==> src/rtl/dbv_pkg.sv <==
// Shared types, codes and constants of the message header validator.
`timescale 1ns / 1ps

package dbv_pkg;

    localparam int OFFSET_WIDTH_DEF = 32;
    // Wide enough for 16 + a 32-bit array length plus a 32-bit string length.
    localparam int POS_W = 34;

    typedef enum logic [3:0] {
        PH_FIXED,
        PH_CODE,
        PH_SIGLEN,
        PH_SIGBODY,
        PH_SIGNUL,
        PH_STRLEN,
        PH_STRBODY,
        PH_STRNUL,
        PH_WORD,
        PH_DONE,
        PH_ERR
    } phase_t;

    typedef enum logic [3:0] {
        ERR_NONE       = 4'd0,
        ERR_SHORT      = 4'd1,
        ERR_VERSION    = 4'd2,
        ERR_ENDIAN     = 4'd3,
        ERR_SERIAL     = 4'd4,
        ERR_OVERRUN    = 4'd5,
        ERR_BOUNDS     = 4'd6,
        ERR_SIGNATURE  = 4'd7,
        ERR_STRING     = 4'd8,
        ERR_FIELD_CODE = 4'd9,
        ERR_REQUIRED   = 4'd10,
        ERR_LOCAL      = 4'd11,
        ERR_TYPE       = 4'd12
    } err_t;

    localparam logic [7:0] FLD_PATH      = 8'd1;
    localparam logic [7:0] FLD_IFACE     = 8'd2;
    localparam logic [7:0] FLD_MEMBER    = 8'd3;
    localparam logic [7:0] FLD_ERRNAME   = 8'd4;
    localparam logic [7:0] FLD_REPLY     = 8'd5;
    localparam logic [7:0] FLD_DEST      = 8'd6;
    localparam logic [7:0] FLD_SENDER    = 8'd7;
    localparam logic [7:0] FLD_SIGNATURE = 8'd8;
    localparam logic [7:0] FLD_UNIX_FDS  = 8'd9;

    localparam logic [7:0] MT_CALL   = 8'd1;
    localparam logic [7:0] MT_RETURN = 8'd2;
    localparam logic [7:0] MT_ERROR  = 8'd3;
    localparam logic [7:0] MT_SIGNAL = 8'd4;

    localparam logic [7:0] CH_BIG      = 8'h42;
    localparam logic [7:0] CH_LITTLE   = 8'h6C;
    localparam logic [7:0] CH_OBJ      = 8'h6F;
    localparam logic [7:0] CH_STR      = 8'h73;
    localparam logic [7:0] CH_SIG      = 8'h67;
    localparam logic [7:0] PROTO_VER   = 8'h01;

    localparam logic [7:0] LOCAL_PATH_LEN  = 8'd27;
    localparam logic [7:0] LOCAL_IFACE_LEN = 8'd26;

    // Reserved local object path, padded to a power of two.
    localparam logic [7:0] LOCAL_PATH [32] = '{
        8'h2F, 8'h6F, 8'h72, 8'h67, 8'h2F, 8'h66, 8'h72, 8'h65,
        8'h65, 8'h64, 8'h65, 8'h73, 8'h6B, 8'h74, 8'h6F, 8'h70,
        8'h2F, 8'h44, 8'h42, 8'h75, 8'h73, 8'h2F, 8'h4C, 8'h6F,
        8'h63, 8'h61, 8'h6C, 8'h00, 8'h00, 8'h00, 8'h00, 8'h00
    };

    // Reserved local interface name, padded likewise.
    localparam logic [7:0] LOCAL_IFACE [32] = '{
        8'h6F, 8'h72, 8'h67, 8'h2E, 8'h66, 8'h72, 8'h65, 8'h65,
        8'h64, 8'h65, 8'h73, 8'h6B, 8'h74, 8'h6F, 8'h70, 8'h2E,
        8'h44, 8'h42, 8'h75, 8'h73, 8'h2E, 8'h4C, 8'h6F, 8'h63,
        8'h61, 8'h6C, 8'h00, 8'h00, 8'h00, 8'h00, 8'h00, 8'h00
    };

    typedef struct packed {
        logic [POS_W-1:0] count;
        logic             too_long;
        logic [7:0]       endian_mark;
        logic [7:0]       msg_type;
        logic [7:0]       msg_flags;
        logic [7:0]       version;
        logic             big_endian;
        logic [31:0]      body_length;
        logic [31:0]      serial;
        logic [POS_W-1:0] array_end;
        logic [31:0]      reply_serial;
        logic [31:0]      unix_fds;
        logic [8:0]       seen;
        err_t             first_error;
        logic [1:0]       local_hits;
    } summary_t;

endpackage

==> src/rtl/dbv_back.sv <==
// Final checks on a header summary and the registered result stage.
`timescale 1ns / 1ps

module dbv_back (
    input  logic              clk,
    input  logic              rst_n,
    input  logic              rd_valid,
    input  dbv_pkg::summary_t rd_data,
    output logic              pop,
    output logic              out_valid,
    input  logic              out_stall,
    output logic              valid_res,
    output logic [3:0]        error_code,
    output logic [7:0]        msg_type,
    output logic [7:0]        msg_flags,
    output logic              big_endian,
    output logic [31:0]       body_length,
    output logic [31:0]       serial,
    output logic [31:0]       reply_serial,
    output logic              has_reply_serial,
    output logic [31:0]       unix_fds,
    output logic [8:0]        field_mask
);

    localparam int PW = dbv_pkg::POS_W;

    logic [PW-1:0]  hlen;
    dbv_pkg::err_t  err;
    logic [8:0]     s;
    logic           ok;

    logic           out_valid_reg;
    logic           valid_res_reg;
    logic [3:0]     error_code_reg;
    logic [7:0]     msg_type_reg, msg_flags_reg;
    logic           big_endian_reg, has_reply_reg;
    logic [31:0]    body_reg, serial_reg, reply_reg, fds_reg;
    logic [8:0]     mask_reg;

    assign s    = rd_data.seen;
    assign hlen = (rd_data.array_end + PW'(7)) & ~PW'(7);
    assign pop  = rd_valid && (!out_valid_reg || !out_stall);

    always_comb
    begin
        err = dbv_pkg::ERR_NONE;
        if (rd_data.count < PW'(16))
            err = dbv_pkg::ERR_SHORT;
        else if (rd_data.version != dbv_pkg::PROTO_VER)
            err = dbv_pkg::ERR_VERSION;
        else if (rd_data.endian_mark != dbv_pkg::CH_BIG &&
                 rd_data.endian_mark != dbv_pkg::CH_LITTLE)
            err = dbv_pkg::ERR_ENDIAN;
        else if (rd_data.serial == '0)
            err = dbv_pkg::ERR_SERIAL;
        else if (rd_data.too_long || hlen > rd_data.count)
            err = dbv_pkg::ERR_OVERRUN;
        else if (rd_data.first_error != dbv_pkg::ERR_NONE)
            err = rd_data.first_error;
        else
        begin
            case (rd_data.msg_type)
                dbv_pkg::MT_CALL:
                    err = (s[0] && s[2]) ? dbv_pkg::ERR_NONE : dbv_pkg::ERR_REQUIRED;
                dbv_pkg::MT_RETURN:
                    err = s[4] ? dbv_pkg::ERR_NONE : dbv_pkg::ERR_REQUIRED;
                dbv_pkg::MT_ERROR:
                    err = (s[3] && s[4]) ? dbv_pkg::ERR_NONE : dbv_pkg::ERR_REQUIRED;
                dbv_pkg::MT_SIGNAL:
                begin
                    if (!(s[0] && s[1] && s[2]))
                        err = dbv_pkg::ERR_REQUIRED;
                    else if (rd_data.local_hits != '0)
                        err = dbv_pkg::ERR_LOCAL;
                end
                default:
                    err = dbv_pkg::ERR_TYPE;
            endcase
        end
    end

    assign ok = (err == dbv_pkg::ERR_NONE);

    always_ff @(posedge clk or negedge rst_n)
    begin
        if (!rst_n)
            out_valid_reg <= 1'b0;
        else if (pop)
            out_valid_reg <= 1'b1;
        else if (!out_stall)
            out_valid_reg <= 1'b0;
    end

    // Zero every field but the error code on a rejected header.
    always_ff @(posedge clk)
    begin
        if (pop)
        begin
            valid_res_reg  <= ok;
            error_code_reg <= err;
            msg_type_reg   <= ok ? rd_data.msg_type : '0;
            msg_flags_reg  <= ok ? rd_data.msg_flags : '0;
            big_endian_reg <= ok && rd_data.big_endian;
            body_reg       <= ok ? rd_data.body_length : '0;
            serial_reg     <= ok ? rd_data.serial : '0;
            reply_reg      <= ok ? rd_data.reply_serial : '0;
            has_reply_reg  <= ok && s[4];
            fds_reg        <= ok ? rd_data.unix_fds : '0;
            mask_reg       <= ok ? s : '0;
        end
    end

    assign out_valid        = out_valid_reg;
    assign valid_res        = valid_res_reg;
    assign error_code       = error_code_reg;
    assign msg_type         = msg_type_reg;
    assign msg_flags        = msg_flags_reg;
    assign big_endian       = big_endian_reg;
    assign body_length      = body_reg;
    assign serial           = serial_reg;
    assign reply_serial     = reply_reg;
    assign has_reply_serial = has_reply_reg;
    assign unix_fds         = fds_reg;
    assign field_mask       = mask_reg;

    assert property (@(posedge clk) disable iff (!rst_n)
        (out_valid_reg && !valid_res_reg) |->
            (body_reg == '0 && serial_reg == '0 && mask_reg == '0 &&
             error_code_reg != dbv_pkg::ERR_NONE))
        else $error("rejected header carries field data or no error code");

endmodule

==> config.mk <==
export PLATFORM = sky130hd
export DESIGN_NAME = dbv_back
export DESIGN_NICKNAME = d
export VERILOG_FILES = /design/src/rtl/dbv_pkg.sv /design/src/rtl/dbv_back.sv
export SDC_FILE = /design/constraint.sdc
export NUM_CORES = 1
export LEC_CHECK = 0
export BUFFER_PORTS_ARGS = -buffer_cell sky130_fd_sc_hd__buf_2
export CAP_MARGIN = 40
export CORE_AREA = 2 2 159 161
export CTS_BUF_LIST = sky130_fd_sc_hd__clkbuf_4 sky130_fd_sc_hd__clkbuf_8
export DETAILED_ROUTE_END_ITERATION = 8
export DIE_AREA = 0 0 161 163
export SLEW_MARGIN = 20
export SYNTH_ARGS = -nofsm -noshare
export SYNTH_HDL_FRONTEND = slang
export SYNTH_SLANG_ARGS = --single-unit
export TNS_END_PERCENT = 100
==> constraint.sdc <==
create_clock -name clk -period 49.6 [get_ports clk]
set_input_delay 12.4 -clock clk [delete_from_list [all_inputs] [get_ports clk]]
set_output_delay 12.4 -clock clk [all_outputs]
set_load 0.05 [all_outputs]
==> flow_summary.ini <==
[power]
seqPwrFrac_pct = 51.5
total_power_mw = 0.303
pwr-share-comb_pct = 16.1
leakage_nw = 4.79
p_int_mw = 0.208
powerDensity_nw_per_um2 = 28.9
ir_worst_vdd_mv = 0.0167
p_switching_mw = 0.0945
clkPwrFrac_pct = 32.4
p_sw_share_pct = 31.2

[sta]
setup_viol = 0
tightestPinTransition_ns = 0.853
drv_slew = 0
timing.hold.ws_ns = 0.590
timing.final.crit_share_pct = 51.4
rsz0062_at_grt = no
fmax_ghz = 0.0393
skew_ns = 0.0212
tns_ns = 0
fin_crit_ns = 25.48
hold_viol_final = 0
slew_headroom_pct = 43.2

[cts]
ctsHoldBuffers = 0
tritoncts = built
cts_sinks = 161
cts_root_buffer = clkbuf_8
cts_buffers = 17
clkTransAtPathRegs_ns = 0.10
clk_latency_ns = 0.46
clock_path_buffers = 2
h-tree-depth = 4
post_cts_buffers = 0
post_cts_resize_count = 0

[yosys]
synthArstFlopShare_pct = 0.621
ys_types = 41
synth_edf_count = 160
synth_top_area_share_pct = 63.2
syn_area_um2 = 7600
netlist_instances = 589
synth_top_area_cell = edfxtp_1
yosys-top-cells-area = edfxtp_1 (63%), and2_1 (13%), ha_1 (5.1%)
synth.avg_cell_area_um2 = 12.9
synthFlopType = edfxtp_1
yosysSeqAreaShare_pct = 63.5
synthTopCellsByCount = edfxtp_1 (160), and2_1 (152), inv_1 (37), ha_1 (31), nand2_1 (27)
yosys_warnings = 0
synth_most_common_cell = edfxtp_1
yosys_register_bits = 161

[global_routing]
grt_pass1_vias = 5858
grt.overflow.total = 0
grt_pass1_wl_um = 32300
antenna_found_initial = 6
grt_max_degree = 161
grt_use_total_pct = 16.4

[cells_and_area]
fillers = 2422
syn2layout_area_growth_pct = 37.6
fin_cells = 1355
multi_input_area_um2 = 2550
drive_gt1_share_pct = 44.1
final_util_pct = 42.4
regArea_um2 = 4830
nNetsFinal = 1288

[placement]
dp_cells = 1319
routabilityCongestion = 0.854
detailed_place_hpwl_um = 17600
port_buffers = 410

[min_path]
hold_end = out_valid
hold_path_class = flop to flop
hold_start = out_valid
whs_path_depth = 1

[critical_path]
endpoint_kind = output pin
crit_top_cell = buf_2
cpMaxStageDelayCell = buf_2
r2r-end = field_mask[7]
cp_max_fo = 2
slowest_delay_ns = 0.31
cp_num_buf_inv = 2
critPathLaunchType = primary input
reg2regPathDepth = 2
worstSetupPathType = primary input to output pin
crit_start = out_stall
critPathArrivalTime_ns = 13.08
critPathRequiredTime_ns = 37.20
reg2reg_from = out_valid
ff2ff_setup_slack_ns = 47.78
cp_cell_sequence = buf_2 -> a21boi_4 -> buf_2
path_delay_family = buffers and inverters

[die]
initial_utilization_pct = 30.8
core_um2 = 24700
die_h_um = 163
num_rows = 58
dieArea_um2 = 26200
die_w_um = 161
ios = 411

[route]
routed_wirelength_um = 22300
vias_per_cell = 4.38
drt_iter0_markers = 332
drtPass1Iterations = 6
wl_per_cell_um = 16.5
drcViolationCount = 0
ant_nets = 0
vias = 5932

[job]
drv_cap = 0

[status]
outcome = complete, no violations
-- how the worst max path moves through the flow --
stage / endpoint / slack, ns / cells past startpoint
6_report: pop / 24.12 / 3
5_1_grt: pop / 24.11 / 3
4_1_cts: pop / 24.13 / 3
3_5_place_dp: pop / 24.13 / 3
3_3_place_gp: pop / 24.13 / 3
2_1_floorplan: pop / 12.20 / 1
-- routing by layer --
layer	global-route usage, %	share of wire, %	vias up
met5	0	0.099	-
li1	-	-	2935
met1	18.2	38	2696
met3	5.37	8.0	33
met4	5.88	2.2	4
met2	29.4	51	264
-- power groups by stage --
stage	sequential [mW]	combinational (mW)	clock (mW)
after CTS	0.156	0.0493	0.102
after global placement	0.159	0.0490	0
after global routing	0.156	0.0522	0.107
after floorplan	0.182	0.0100	0
after detailed placement	0.159	0.0491	0
final	0.156	0.0488	0.0980
-- layout make-up --
type,instances,area share [%]
antenna,4,0.0957
clock buffer,17,2.24
clock inverter,15,1.75
inverter,37,1.33
multi-input combinational,377,24.4
sequential,161,46.2
tap,330,3.95
timing repair buffer,414,20.0
-- metrics by stage --
| step | area [um2] | setup slack (ns) |
|---|---|---|
| floorplan | 7620 | 12.20 |
| global placement | 10000 | 24.13 |
| detailed placement | 10000 | 24.13 |
| CTS | 10400 | 24.13 |
| global route | 10400 | 24.11 |
| finish | 10500 | 24.12 |
-- placed cells by master, fill, tap and decap left out, types with 14 or more instances in the layout --
master | Yosys | routed
buf_2 | 0 | 410
edfxtp_1 | 160 | 160
and2_1 | 152 | 152
inv_1 | 37 | 37
ha_1 | 31 | 31
nand2_1 | 27 | 27
xnor2_1 | 21 | 21
nor4_1 | 20 | 20
clkbuf_8 | 0 | 17
nor2_1 | 16 | 16
a21oi_1 | 15 | 15
nand3_1 | 14 | 14
-- worst reg2reg max path: stages, from the launching register on --
cell and delay [ns]:
dfrtp_1 0.43, a21boi_4 0.24, buf_12 0.66
-- cells by family (layout without fill, tap and decap cells) --
family          Yosys count  after routing  synth area share, %
buf+inv                  55            483                 3.21
simple gates            269            269                 20.7
other cells               1              9               0.0493
xor+xnor                 32             32                 3.69
mux                       1              1                0.132
flops                   161            161                 63.5
fa+ha+maj                31             31                 5.10
compound gates           39             39                 3.56
Power figures use the tool's default switching activity.
