$ cat src/rtl/dbv_pkg.sv
// Shared types, codes and constants of the message header validator.
`timescale 1ns / 1ps

package dbv_pkg;

    localparam int OFFSET_WIDTH_DEF = 32;
    // Wide enough for 16 + a 32-bit array length plus a 32-bit string length.
    localparam int POS_W = 34;

    typedef enum logic [3:0] {
        PH_FIXED,
        PH_CODE,
        PH_SIGLEN,
        PH_SIGBODY,
        PH_SIGNUL,
        PH_STRLEN,
        PH_STRBODY,
        PH_STRNUL,
        PH_WORD,
        PH_DONE,
        PH_ERR
    } phase_t;

    typedef enum logic [3:0] {
        ERR_NONE       = 4'd0,
        ERR_SHORT      = 4'd1,
        ERR_VERSION    = 4'd2,
        ERR_ENDIAN     = 4'd3,
        ERR_SERIAL     = 4'd4,
        ERR_OVERRUN    = 4'd5,
        ERR_BOUNDS     = 4'd6,
        ERR_SIGNATURE  = 4'd7,
        ERR_STRING     = 4'd8,
        ERR_FIELD_CODE = 4'd9,
        ERR_REQUIRED   = 4'd10,
        ERR_LOCAL      = 4'd11,
        ERR_TYPE       = 4'd12
    } err_t;

    localparam logic [7:0] FLD_PATH      = 8'd1;
    localparam logic [7:0] FLD_IFACE     = 8'd2;
    localparam logic [7:0] FLD_MEMBER    = 8'd3;
    localparam logic [7:0] FLD_ERRNAME   = 8'd4;
    localparam logic [7:0] FLD_REPLY     = 8'd5;
    localparam logic [7:0] FLD_DEST      = 8'd6;
    localparam logic [7:0] FLD_SENDER    = 8'd7;
    localparam logic [7:0] FLD_SIGNATURE = 8'd8;
    localparam logic [7:0] FLD_UNIX_FDS  = 8'd9;

    localparam logic [7:0] MT_CALL   = 8'd1;
    localparam logic [7:0] MT_RETURN = 8'd2;
    localparam logic [7:0] MT_ERROR  = 8'd3;
    localparam logic [7:0] MT_SIGNAL = 8'd4;

    localparam logic [7:0] CH_BIG      = 8'h42;
    localparam logic [7:0] CH_LITTLE   = 8'h6C;
    localparam logic [7:0] CH_OBJ      = 8'h6F;
    localparam logic [7:0] CH_STR      = 8'h73;
    localparam logic [7:0] CH_SIG      = 8'h67;
    localparam logic [7:0] PROTO_VER   = 8'h01;

    localparam logic [7:0] LOCAL_PATH_LEN  = 8'd27;
    localparam logic [7:0] LOCAL_IFACE_LEN = 8'd26;

    // Reserved local object path, padded to a power of two.
    localparam logic [7:0] LOCAL_PATH [32] = '{
        8'h2F, 8'h6F, 8'h72, 8'h67, 8'h2F, 8'h66, 8'h72, 8'h65,
        8'h65, 8'h64, 8'h65, 8'h73, 8'h6B, 8'h74, 8'h6F, 8'h70,
        8'h2F, 8'h44, 8'h42, 8'h75, 8'h73, 8'h2F, 8'h4C, 8'h6F,
        8'h63, 8'h61, 8'h6C, 8'h00, 8'h00, 8'h00, 8'h00, 8'h00
    };

    // Reserved local interface name, padded likewise.
    localparam logic [7:0] LOCAL_IFACE [32] = '{
        8'h6F, 8'h72, 8'h67, 8'h2E, 8'h66, 8'h72, 8'h65, 8'h65,
        8'h64, 8'h65, 8'h73, 8'h6B, 8'h74, 8'h6F, 8'h70, 8'h2E,
        8'h44, 8'h42, 8'h75, 8'h73, 8'h2E, 8'h4C, 8'h6F, 8'h63,
        8'h61, 8'h6C, 8'h00, 8'h00, 8'h00, 8'h00, 8'h00, 8'h00
    };

    typedef struct packed {
        logic [POS_W-1:0] count;
        logic             too_long;
        logic [7:0]       endian_mark;
        logic [7:0]       msg_type;
        logic [7:0]       msg_flags;
        logic [7:0]       version;
        logic             big_endian;
        logic [31:0]      body_length;
        logic [31:0]      serial;
        logic [POS_W-1:0] array_end;
        logic [31:0]      reply_serial;
        logic [31:0]      unix_fds;
        logic [8:0]       seen;
        err_t             first_error;
        logic [1:0]       local_hits;
    } summary_t;

endpackage

$ cat src/rtl/dbv_queue.sv
// Two-entry queue of finished header summaries between the parser and the checker.
`timescale 1ns / 1ps

module dbv_queue (
    input  logic              clk,
    input  logic              rst_n,
    input  logic              push,
    input  dbv_pkg::summary_t wr_data,
    output logic              ready,
    input  logic              pop,
    output logic              rd_valid,
    output dbv_pkg::summary_t rd_data
);

    dbv_pkg::summary_t entry_reg [2];
    logic              wr_ptr_reg, wr_ptr_next;
    logic              rd_ptr_reg, rd_ptr_next;
    logic [1:0]        count_reg, count_next;

    assign ready    = (count_reg != 2'd2);
    assign rd_valid = (count_reg != 2'd0);
    assign rd_data  = entry_reg[rd_ptr_reg];

    always_comb
    begin
        wr_ptr_next = push ? !wr_ptr_reg : wr_ptr_reg;
        rd_ptr_next = pop ? !rd_ptr_reg : rd_ptr_reg;
        count_next  = count_reg + 2'(push) - 2'(pop);
    end

    always_ff @(posedge clk)
    begin
        if (push)
            entry_reg[wr_ptr_reg] <= wr_data;
    end

    always_ff @(posedge clk or negedge rst_n)
    begin
        if (!rst_n)
        begin
            wr_ptr_reg <= 1'b0;
            rd_ptr_reg <= 1'b0;
            count_reg  <= '0;
        end
        else
        begin
            wr_ptr_reg <= wr_ptr_next;
            rd_ptr_reg <= rd_ptr_next;
            count_reg  <= count_next;
        end
    end

    assert property (@(posedge clk) disable iff (!rst_n)
        (push && !pop) |-> count_reg != 2'd2)
        else $error("summary pushed into a full queue");

endmodule

$ cat config.mk
export PLATFORM = sky130hd
export DESIGN_NAME = dbv_queue
export DESIGN_NICKNAME = d
export VERILOG_FILES = /design/src/rtl/dbv_pkg.sv /design/src/rtl/dbv_queue.sv
export SDC_FILE = /design/constraint.sdc
export NUM_CORES = 1
export LEC_CHECK = 0
export BUFFER_PORTS_ARGS = -buffer_cell sky130_fd_sc_hd__clkbuf_2
export CAP_MARGIN = 10
export CORE_MARGIN = 1.5
export CORE_UTILIZATION = 45
export CTS_CLUSTER_DIAMETER = 40
export DETAILED_ROUTE_END_ITERATION = 6
export PLACE_DENSITY = 0.7
export SETUP_SLACK_MARGIN = 0.3
export SLEW_MARGIN = 20
export SYNTH_ARGS = -nofsm -noshare
export SYNTH_HDL_FRONTEND = slang
export SYNTH_SLANG_ARGS = --single-unit
$ cat constraint.sdc
create_clock -name clk -period 19.05 [get_ports clk]
set_input_delay 0.9525 -clock clk [delete_from_list [all_inputs] [get_ports clk]]
set_output_delay 0.9525 -clock clk [all_outputs]
set_load 0.05 [all_outputs]
==> results of run 1 <==
power by group through the flow:
stage / clock (mW) / sequential (mW) / combinational, mW
final: 1.07 / 1.51 / 1.60
after global routing: 1.13 / 1.53 / 1.67
after CTS: 1.09 / 1.51 / 1.62
after detailed placement: 0 / 1.53 / 1.61
after global placement: 0 / 1.52 / 1.61
after floorplan: 0 / 1.57 / 1.32
placed cells by master, fill, tap and decap left out, types with 2 or more instances in the layout:
cell | Yosys | routed
clkinvlp_4 | 0 | 6
mux2_2 | 245 | 245
clkinv_2 | 0 | 4
diode_2 | 0 | 2
clkbuf_16 | 0 | 59
bufinv_16 | 0 | 5
clkinv_8 | 0 | 3
inv_6 | 0 | 5
edfxtp_1 | 490 | 490
clkinv_4 | 0 | 4
clkbuf_2 | 0 | 495
xor2_1 | 2 | 2
clkinv_1 | 0 | 9
inv_1 | 2 | 2
buf_4 | 0 | 10
ha_1 | 2 | 2
inv_8 | 0 | 2
clkbuf_1 | 0 | 9
dfrtp_1 | 4 | 3
kinds of logic after synthesis:
logic type | count (synthesis)
xor gates and xnor gates | 3
muxes | 245
and+or+nand+nor | 4
buffers and inverters | 29
DFF | 494
adders and majority gates | 2
per-stage QoR:
step	hold slack, ns	setup WS, ns	utilization	std cells	total power [mW]
global placement	0.5310	14.86	0.5271	1780	3.130
global route	0.1480	14.00	0.5754	1888	4.326
detailed placement	0.5523	14.83	0.5271	1780	3.141
CTS	0.1315	14.17	0.5753	1886	4.222
finish	0.1737	14.23	0.5754	1888	4.177
floorplan	0.4555	6.667	-	777	2.893
per-layer routing:
metal	track usage	up-vias	part of all wire
met5	0	-	0.00042
met4	0.09048	2	0.041
met3	0.05753	99	0.085
met2	0.3101	374	0.51
met1	0.2014	4533	0.36
li1	-	4217	-
worst max-delay path by stage:
stage,from,end,slack (ns),cells after the start
2_1_floorplan,push,entry_reg[0][0]$_DFFE_PP_,6.67,1
3_3_place_gp,rd_ptr_reg$_DFFE_PN0P_,rd_data[190],14.86,4
3_5_place_dp,rd_ptr_reg$_DFFE_PN0P_,rd_data[163],14.83,4
4_1_cts,rd_ptr_reg$_DFFE_PN0P_,rd_data[163],14.17,4
5_1_grt,rd_ptr_reg$_DFFE_PN0P_,rd_data[163],14.00,4
6_report,rd_ptr_reg$_DFFE_PN0P_,rd_data[190],14.23,4
worst max-delay path: cells and delay by family (launching register included):
family,cells,cell delay [ns]
mux,1,0.44
buf+inv,3,1.84
flops,1,0.76
cell type report:
class / count / area, um^2 / area share
Clock inverter: 38 / 399.1 / 0.01750
Clock buffer: 68 / 1510 / 0.06621
Tap cell: 525 / 656.9 / 0.02880
Timing Repair Buffer: 505 / 2552 / 0.1119
Multi-Input combinational cell: 254 / 2860 / 0.1254
Sequential cell: 494 / 14820 / 0.6496
Antenna cell: 2 / 5.005 / 0.0002194
Inverter: 2 / 7.507 / 0.0003291
==> results.tsv, run 1 <==
metric	value	unit
1st-iter DRT viols	458	
postcts setup bufs	0	
CP max FO	81	
DIE AREA	41260	um^2
synthesized instance count	777	
first-pass GRT wire length	55.57	mm
most used cell, CP	buf_4	
Clock Latency Late Sink	0.57	ns
Synth area leader	edfxtp_1	
CTS Buf Count	58	
Crit. End Element	output pin	
grt ovf	0	
CTS resizes	0	
flops & latches, synth	494	
fin. max-slew vios	0	
crit path kind	flip-flop to output pin	
CTS root buf	clkbuf_16	
DR vias	9225	
clk buf depth	3	
DRT Pass-1 Iters	4	
Seq pwr share	0.361	
unrepaired setup endpoints after global routing	no	
mux contribution to synthesized area	0.1531	
Reg2Reg Launch Point	wr_ptr_reg$_DFFE_PN0P_	
CTS tree	yes	
DRC viols	0	
Slowest-stage cell, CP	buf_4	
RePlAce Congestion	0.8020	
minimum clock period after layout	4.823	ns
crit path DAT	3.87	ns
R2R Setup Slk	15.96	ns
sequential-to-total area share from yosys stat	0.8219	
Row Count	73	
Fmax achieved	207.3	MHz
Die Height	203.1	um
cell area power density	183.1	nW/um^2
r2r endpoint	entry_reg[1][60]$_DFFE_PP_	
TritonCTS Sinks	494	
number of global-route vias before repair	9814	
Netlist cell types	13	
nets@finish	1566	
CP Cell Sequence	buf_4 -> buf_4 -> mux2_2 -> clkbuf_2	
post-DP HPWL	25.98	mm
via/cell ratio	4.886	
H-tree levels	2	
layout cells sized above 1	0.6187	
most numerous cell in the Yosys netlist	edfxtp_1	
P_sw	1.680	mW
Post-synth EDFFs	490	
simple-gate portion of the synthesized area	0.001388	
compound-gate portion of the synthesized area	0	
synthesized area	18020	um^2
R2R depth	3	
status	finished clean	
detailed-route wire length per cell	20.17	um
peak supply drop	0.1723	mV
Clk pwr share	0.256	
area share of fa/ha/maj cells after synthesis	0.001388	
Max Cap Violations	0	
initial antenna violation count	5	
Design Area, Final	22810	um^2
Synth Area per Inst	23.20	um^2
Slew HR	0.2758	
Comb power frac	0.383	
top post-synthesis cells by area	edfxtp_1 (82%), mux2_2 (15%), clkbuf_8 (1.5%)	
post-synth net total	1028	
required time of the critical path	18.10	ns
Tightest Pin Transition	1.086	ns
Leak Pwr	8.688	nW
ANT nets after route	0	
internal power	2.497	mW
Hold Vio Cnt, Final	0	
core box area	39640	um^2
switching share of power	0.4022	
period utilization	0.2532	
routed wire length	38.08	mm
Fill cells	3028	
largest family of logic cells by synthesized area	multiplexers	
CTS Hold Bufs	0	
Setup-failing EPs final	0	
Worst Setup Start Kind	flip-flop	
largest net degree at the start of global routing	82	
total global-route track usage	0.1800	
I/O Pins	496	
port bufs	495	
starting density of the core	0.4547	
Clock Pin Slew Worst Setup and Hold Paths	0.05	ns
top-area cell type share of the netlist area	0.8164	
Worst Clk Skew	0.01178	ns
Cell Area, Placed	20900	um^2
post-synthesis xor/xnor area fraction	0.002291	
max reg flops	490	
Syn. warnings	0	
worst hold path class	primary input to async pin	
Layout Area Growth over Synthesis	26.55	%
CP max stage delay	0.87	ns
top post-synthesis cells by count	edfxtp_1 (490), mux2_2 (245), clkbuf_8 (19)	
die width	203.1	um
ys async rst share	0.008097	
Primary FF master, synth	edfxtp_1	
Setup TNS Final	0	ns
No activity file was read; power rests on OpenSTA's default activity.
==> inputs of run 2 (changes only) <==
- ABC_AREA: unset -> 1
- PLACE_DENSITY: 0.7 -> 0.69
- clock period: 19.05 -> 5.02 ns (I/O delays scaled with it)
==> results.tsv, run 2 <==
metric	value	unit	change
CP max FO	110		was 81
Leak Pwr	11.53	nW	was 8.688 nW
minimum clock period after layout	3.152	ns	
detailed-route wire length per cell	16.62	um	was 20.17 um
Fill cells	3025		was 3028
total global-route track usage	0.1997		was 0.1800
die width	211.1	um	was 203.1 um
sequential-to-total area share from yosys stat	0.7599		was 0.8219
Worst Clk Skew	0.01952	ns	was 0.01178 ns
unrepaired setup endpoints after global routing	no		unchanged
ys async rst share	0.008097		unchanged
core box area	42890	um^2	was 39640 um^2
CTS resizes	0		unchanged
flops & latches, synth	494		unchanged
synthesized instance count	1305		was 777
routed wire length	45.13	mm	was 38.08 mm
cell area power density	680.9	nW/um^2	was 183.1 nW/um^2
top-area cell type share of the netlist area	0.7548		was 0.8164
Synth area leader	edfxtp_1		unchanged
Layout Area Growth over Synthesis	38.83	%	was 26.55%
starting density of the core	0.4546		was 0.4547
crit path kind	flip-flop to output pin		unchanged
Primary FF master, synth	edfxtp_1		unchanged
number of global-route vias before repair	13280		was 9814
register area	14820	um^2	unchanged
Die Height	211.1	um	was 203.1 um
top post-synthesis cells by area	edfxtp_1 (75%), o21ai_2 (11%), nand2_1 (4.9%)		was edfxtp_1 (82%), mux2_2 (15%), clkbuf_8 (1.5%)
synthesized area	19490	um^2	was 18020 um^2
Crit. End Element	output pin		unchanged
I/O Pins	496		unchanged
Syn. warnings	0		unchanged
grt ovf	0		unchanged
peak supply drop	0.4938	mV	was 0.1723 mV
port bufs	495		unchanged
ANT nets after route	0		unchanged
CTS root buf	clkbuf_16		unchanged
Slew HR	0.2031		was 0.2758
Hold Vio Cnt, Final	0		unchanged
1st-iter DRT viols	657		was 458
DRC viols	0		unchanged
Setup TNS Final	0	ns	unchanged
first-pass GRT wire length	68.70	mm	was 55.57 mm
top post-synthesis cells by count	edfxtp_1 (490), nand2_1 (253), inv_1 (252)		was edfxtp_1 (490), mux2_2 (245), clkbuf_8 (19)
largest net degree at the start of global routing	162		was 82
pre-CTS worst setup slack	2.079	ns	was 14.83 ns
RePlAce Congestion	0.7776		was 0.8020
layout cells sized above 1	0.4027		was 0.6187
post-DP HPWL	26.90	mm	was 25.98 mm
CTS tree	yes		unchanged
Fmax achieved	317.2	MHz	
Synth Area per Inst	14.94	um^2	was 23.20 um^2
Clock Latency Late Sink	0.57	ns	about the same
CTS Buf Count	66		was 58
final worst setup slack	1.868	ns	was 14.23 ns
fin. max-slew vios	0		unchanged
Worst Setup Start Kind	flip-flop		unchanged
status	finished clean		unchanged
most numerous cell in the Yosys netlist	edfxtp_1		unchanged
Tightest Pin Transition	1.195	ns	was 1.086 ns
clk buf depth	3		unchanged
DR vias	12690		was 9225
via/cell ratio	4.673		was 4.886
Max Cap Violations	0		unchanged
Clock Pin Slew Worst Setup and Hold Paths	0.06	ns	was 0.05 ns
area of the multi-input gates	3117	um^2	was 2860 um^2
period utilization	0.6279		
max reg flops	490		unchanged
initial antenna violation count	3		was 5
Row Count	76		was 73
nets@finish	2327		was 1566
required time of the critical path	4.77	ns	was 18.10 ns
post-synth net total	1556		was 1028
commonest cells after routing, fill and taps aside	clkbuf_2 (495), edfxtp_1 (490), nand2_1 (253)		was clkbuf_2 (495), edfxtp_1 (490), mux2_2 (245)
DIE AREA	44580	um^2	was 41260 um^2
Post-synth EDFFs	490		unchanged
crit path DAT	2.90	ns	was 3.87 ns
DRT Pass-1 Iters	5		was 4
H-tree levels	3		was 2
Setup-failing EPs final	0		unchanged
worst hold path class	primary input to async pin		unchanged
TritonCTS Sinks	494		unchanged
commonest non-fill, non-tap cell in the layout	clkbuf_2		unchanged
Core Util, Final	0.6311		was 0.5754
Netlist cell types	14		was 13
==> run 2: cell types whose count changed after synthesis, sizes merged, moves of 19 or more <==
cell	before	now
nand2	0	253
inv	2	252
mux2	245	0
o21ai	0	245
buf	8	55
clkbuf	19	0
==> run 2: cell families after synthesis <==
| family | count (synthesis) | share of synthesized area |
|---|---|---|
| AOI/OAI and AO/OA | 245 | 0.1081 |
| buffers and inverters | 307 | 0.08061 |
| DFF | 494 | 0.7599 |
| and+or+nand+nor | 255 | 0.04916 |
| adders and majority gates | 2 | 0.001283 |
| xor gates and xnor gates | 2 | 0.0008987 |
==> run 2: worst paths after layout <==
| path | from | end | slack, ns | cells after the start |
|---|---|---|---|---|
| worst max-delay path | rd_ptr_reg$_DFFE_PN0P_ | rd_data[60] | 1.87 | 4 |
| worst min-delay path | rst_n | wr_ptr_reg$_DFFE_PN0P_ | 0.05 | 2 |
| max in group asynchronous | rst_n | rd_ptr_reg$_DFFE_PN0P_ | 4.82 | 2 |
| min in group clk | wr_data[223] | entry_reg[0][223]$_DFFE_PP_ | 0.40 | 2 |
| worst min register to register | wr_ptr_reg$_DFFE_PN0P_ | wr_ptr_reg$_DFFE_PN0P_ | 0.55 | 1 |
| worst max register to register | wr_ptr_reg$_DFFE_PN0P_ | entry_reg[1][228]$_DFFE_PP_ | 2.41 | 4 |
==> run 2: worst max-delay path, stage by stage, from the launching register on <==
cell      delay [ns]
dfrtp_4         1.07
buf_12          0.52
nand2_1         0.19
o21ai_2         0.11
clkbuf_2        0.30
==> run 2: what timing repair did <==
| action | 4_1_cts | 5_1_grt |
|---|---|---|
| hold buffers | 248 | 0 |
| endpoints found under the hold margin | 496 | 0 |
| setup buffers | 0 | 0 |
==> run 2: metal layers <==
| layer | vias up | global-route usage | share of wire |
|---|---|---|---|
| met4 | 2 | 0.09606 | 0.038 |
| met3 | 113 | 0.06021 | 0.076 |
| met5 | - | 0 | 0.00022 |
| met1 | 6048 | 0.2131 | 0.36 |
| li1 | 6063 | - | - |
| met2 | 460 | 0.3593 | 0.52 |
==> run 2: layout make-up <==
| class | count | share of cell area |
|---|---|---|
| inverter | 252 | 0.03509 |
| antenna | 2 | 0.0001849 |
| tap | 585 | 0.02704 |
| clock inverter | 45 | 0.02085 |
| clock buffer | 75 | 0.06384 |
| timing repair buffer | 758 | 0.1903 |
| multi-input combinational | 504 | 0.1152 |
| sequential | 494 | 0.5475 |
==> run 2: per-stage QoR <==
| stage | area, um^2 | std cells | hold slack, ns | power (mW) |
|---|---|---|---|---|
| global placement | 22280 | 2345 | 0.06333 | 13.42 |
| CTS | 27060 | 2713 | 0.008369 | 18.51 |
| floorplan | 19510 | 1305 | -0.04459 | 12.20 |
| detailed placement | 22280 | 2345 | 0.07006 | 13.51 |
| global route | 27060 | 2715 | 0.02332 | 19.19 |
| finish | 27060 | 2715 | 0.04914 | 18.43 |
==> run 2: report_power, final <==
group / leakage (nW) / switching [mW] / internal (mW)
clock network: 1.10 / 1.81 / 2.99
logic: 5.78 / 6.18 / 1.67
registers: 4.64 / 0.295 / 5.49
total: 11.5 / 8.28 / 10.1
==> inputs of run 3 (changes only) <==
- PLACE_DENSITY: 0.69 -> 0.72
- clock period: 5.02 -> 2.8 ns (I/O delays scaled with it)
==> results.tsv, run 3 (synthesized netlist as in run 2, its figures left out) <==
metric	value	unit	change
via/cell ratio	4.753		was 4.673
DRC viols	0		unchanged
unrepaired setup endpoints after global routing	no		unchanged
Cell Area, Placed	22520	um^2	was 22280 um^2
TritonCTS Sinks	494		unchanged
first-pass GRT wire length	71.19	mm	was 68.70 mm
fin. max-slew vios	0		unchanged
status	finished clean		unchanged
Clock Pin Slew Worst Setup and Hold Paths	0.05	ns	was 0.06 ns
Setup-failing EPs final	0		unchanged
crit path kind	flip-flop to output pin		unchanged
commonest cells after routing, fill and taps aside	clkbuf_2 (495), edfxtp_1 (490), nand2_1 (252)		was clkbuf_2 (495), edfxtp_1 (490), nand2_1 (253)
H-tree levels	3		unchanged
CTS root buf	clkbuf_16		unchanged
die width	211.1	um	unchanged
Hold Vio Cnt, Final	0		unchanged
total global-route track usage	0.2097		was 0.1997
Final Hold Slack	0.3080	ns	was 0.04914 ns
Leak Pwr	11.68	nW	was 11.53 nW
DIE AREA	44580	um^2	unchanged
post-DP HPWL	28.72	mm	was 26.90 mm
Design Area, Final	27360	um^2	was 27060 um^2
Layout Area Growth over Synthesis	40.34	%	was 38.83%
detailed-route wire length per cell	17.39	um	was 16.62 um
peak supply drop	0.8900	mV	was 0.4938 mV
grt ovf	0		unchanged
Reg2Reg Launch Point	wr_ptr_reg$_DFFE_PN0P_		unchanged
period utilization	0.8067		
1st-iter DRT viols	719		was 657
Slew HR	0.5658		was 0.2031
hold wc startpoint	wr_data[233]		
initial antenna violation count	4		was 3
CP max FO	71		was 110
max reg flops	490		unchanged
layout cells sized above 1	0.4089		was 0.4027
Core Util, Final	0.6380		was 0.6311
Critical Path Start	rd_ptr_reg$_DFFE_PN0P_		unchanged
Worst Clk Skew	0.01835	ns	was 0.01952 ns
Setup TNS Final	0	ns	unchanged
Max Cap Violations	0		unchanged
nets@finish	2356		was 2327
final cell count without fillers	2740		was 2715
largest net degree at the start of global routing	98		was 162
Tightest Pin Transition	0.6513	ns	was 1.195 ns
I/O Pins	496		unchanged
ANT nets after route	0		unchanged
DRT Pass-1 Iters	5		unchanged
routed wire length	47.64	mm	was 45.13 mm
Fmax achieved	442.7	MHz	
worst hold path class	primary input to flip-flop		was primary input to async pin
placed insts	2367		was 2345
CTS tree	yes		unchanged
commonest non-fill, non-tap cell in the layout	clkbuf_2		unchanged
port bufs	495		unchanged
core box area	42890	um^2	unchanged
Crit. End Element	output pin		unchanged
Worst Setup Start Kind	flip-flop		unchanged
starting density of the core	0.4546		unchanged
CTS Buf Count	67		was 66
RePlAce Congestion	0.8618		was 0.7776
number of global-route vias before repair	13610		was 13280
Die Height	211.1	um	unchanged
Clock Latency Late Sink	0.57	ns	about the same
DR vias	13020		was 12690
crit path DAT	2.12	ns	was 2.90 ns
minimum clock period after layout	2.259	ns	
required time of the critical path	2.66	ns	was 4.77 ns
Row Count	76		unchanged
clk buf depth	3		unchanged
cell area power density	1222	nW/um^2	was 680.9 nW/um^2
==> run 3: cell types whose count changed in the layout (fill, tap and decap cells not counted), moves of 2 or more <==
cell      change
buf_4        +17
clkinv_4      -4
clkinv_1      +2
buf_12        +8
clkinv_8      -2
==> run 3: worst max-delay path, cell delays in order (launching register included) <==
cell and delay [ns]:
dfrtp_4 0.45, buf_12 0.16, buf_12 0.34, nand2_1 0.17
o21ai_2 0.09, clkbuf_2 0.30
==> run 3: power breakdown <==
part | leakage (nW) | internal, mW | switching [mW]
registers | 4.64 | 9.81 | 0.368
logic | 5.95 | 3.30 | 11.4
clock network | 1.08 | 5.38 | 3.17
==> run 3: layer usage <==
metal  vias to the layer above  global-route usage  wire length [um]
li1                       6124                   -                 -
met1                      6226              0.2217             16490
met2                       533              0.3784             25560
met3                       137             0.05828              3405
met4                         2              0.1116              2179
met5                         -                   0                 7
==> run 3: final timing paths <==
path	cells past startpoint	slack, ns	end
max in group asynchronous	3	2.10	rd_ptr_reg$_DFFE_PN0P_
min in group asynchronous	3	0.50	rd_ptr_reg$_DFFE_PN0P_
max reg2reg	4	0.93	entry_reg[1][80]$_DFFE_PP_
min	2	0.31	entry_reg[0][233]$_DFFE_PP_
max	5	0.54	rd_data[159]
min reg2reg	1	0.56	wr_ptr_reg$_DFFE_PN0P_
==> run 3: cell type report <==
class	instances	area, um^2
inverters	252	949.7
repair buffers	786	5475
diodes	3	7.507
fillers	2867	15530
clock inverters	41	509.2
well taps	585	732.0
clock buffers	75	1749
multi-input cells	504	3119
flip-flops and latches	494	14820
==> run 3: what timing repair did <==
item / CTS / global route
hold buffers: 249 / 0
endpoints found under the hold margin: 497 / 0
setup endpoints to repair: 130 / 25
gates resized for setup: 2 / 0
buffers inserted: 1 / 4
==> run 3: stage by stage <==
| step | power [mW] | setup WS, ns |
|---|---|---|
| 2_1_floorplan | 21.87 | -1.748 |
| 3_3_place_gp | 24.27 | 0.8502 |
| 3_5_place_dp | 24.45 | 0.7366 |
| 4_1_cts | 33.39 | 0.3246 |
| 5_1_grt | 34.73 | 0.4258 |
| 6_report | 33.43 | 0.5412 |
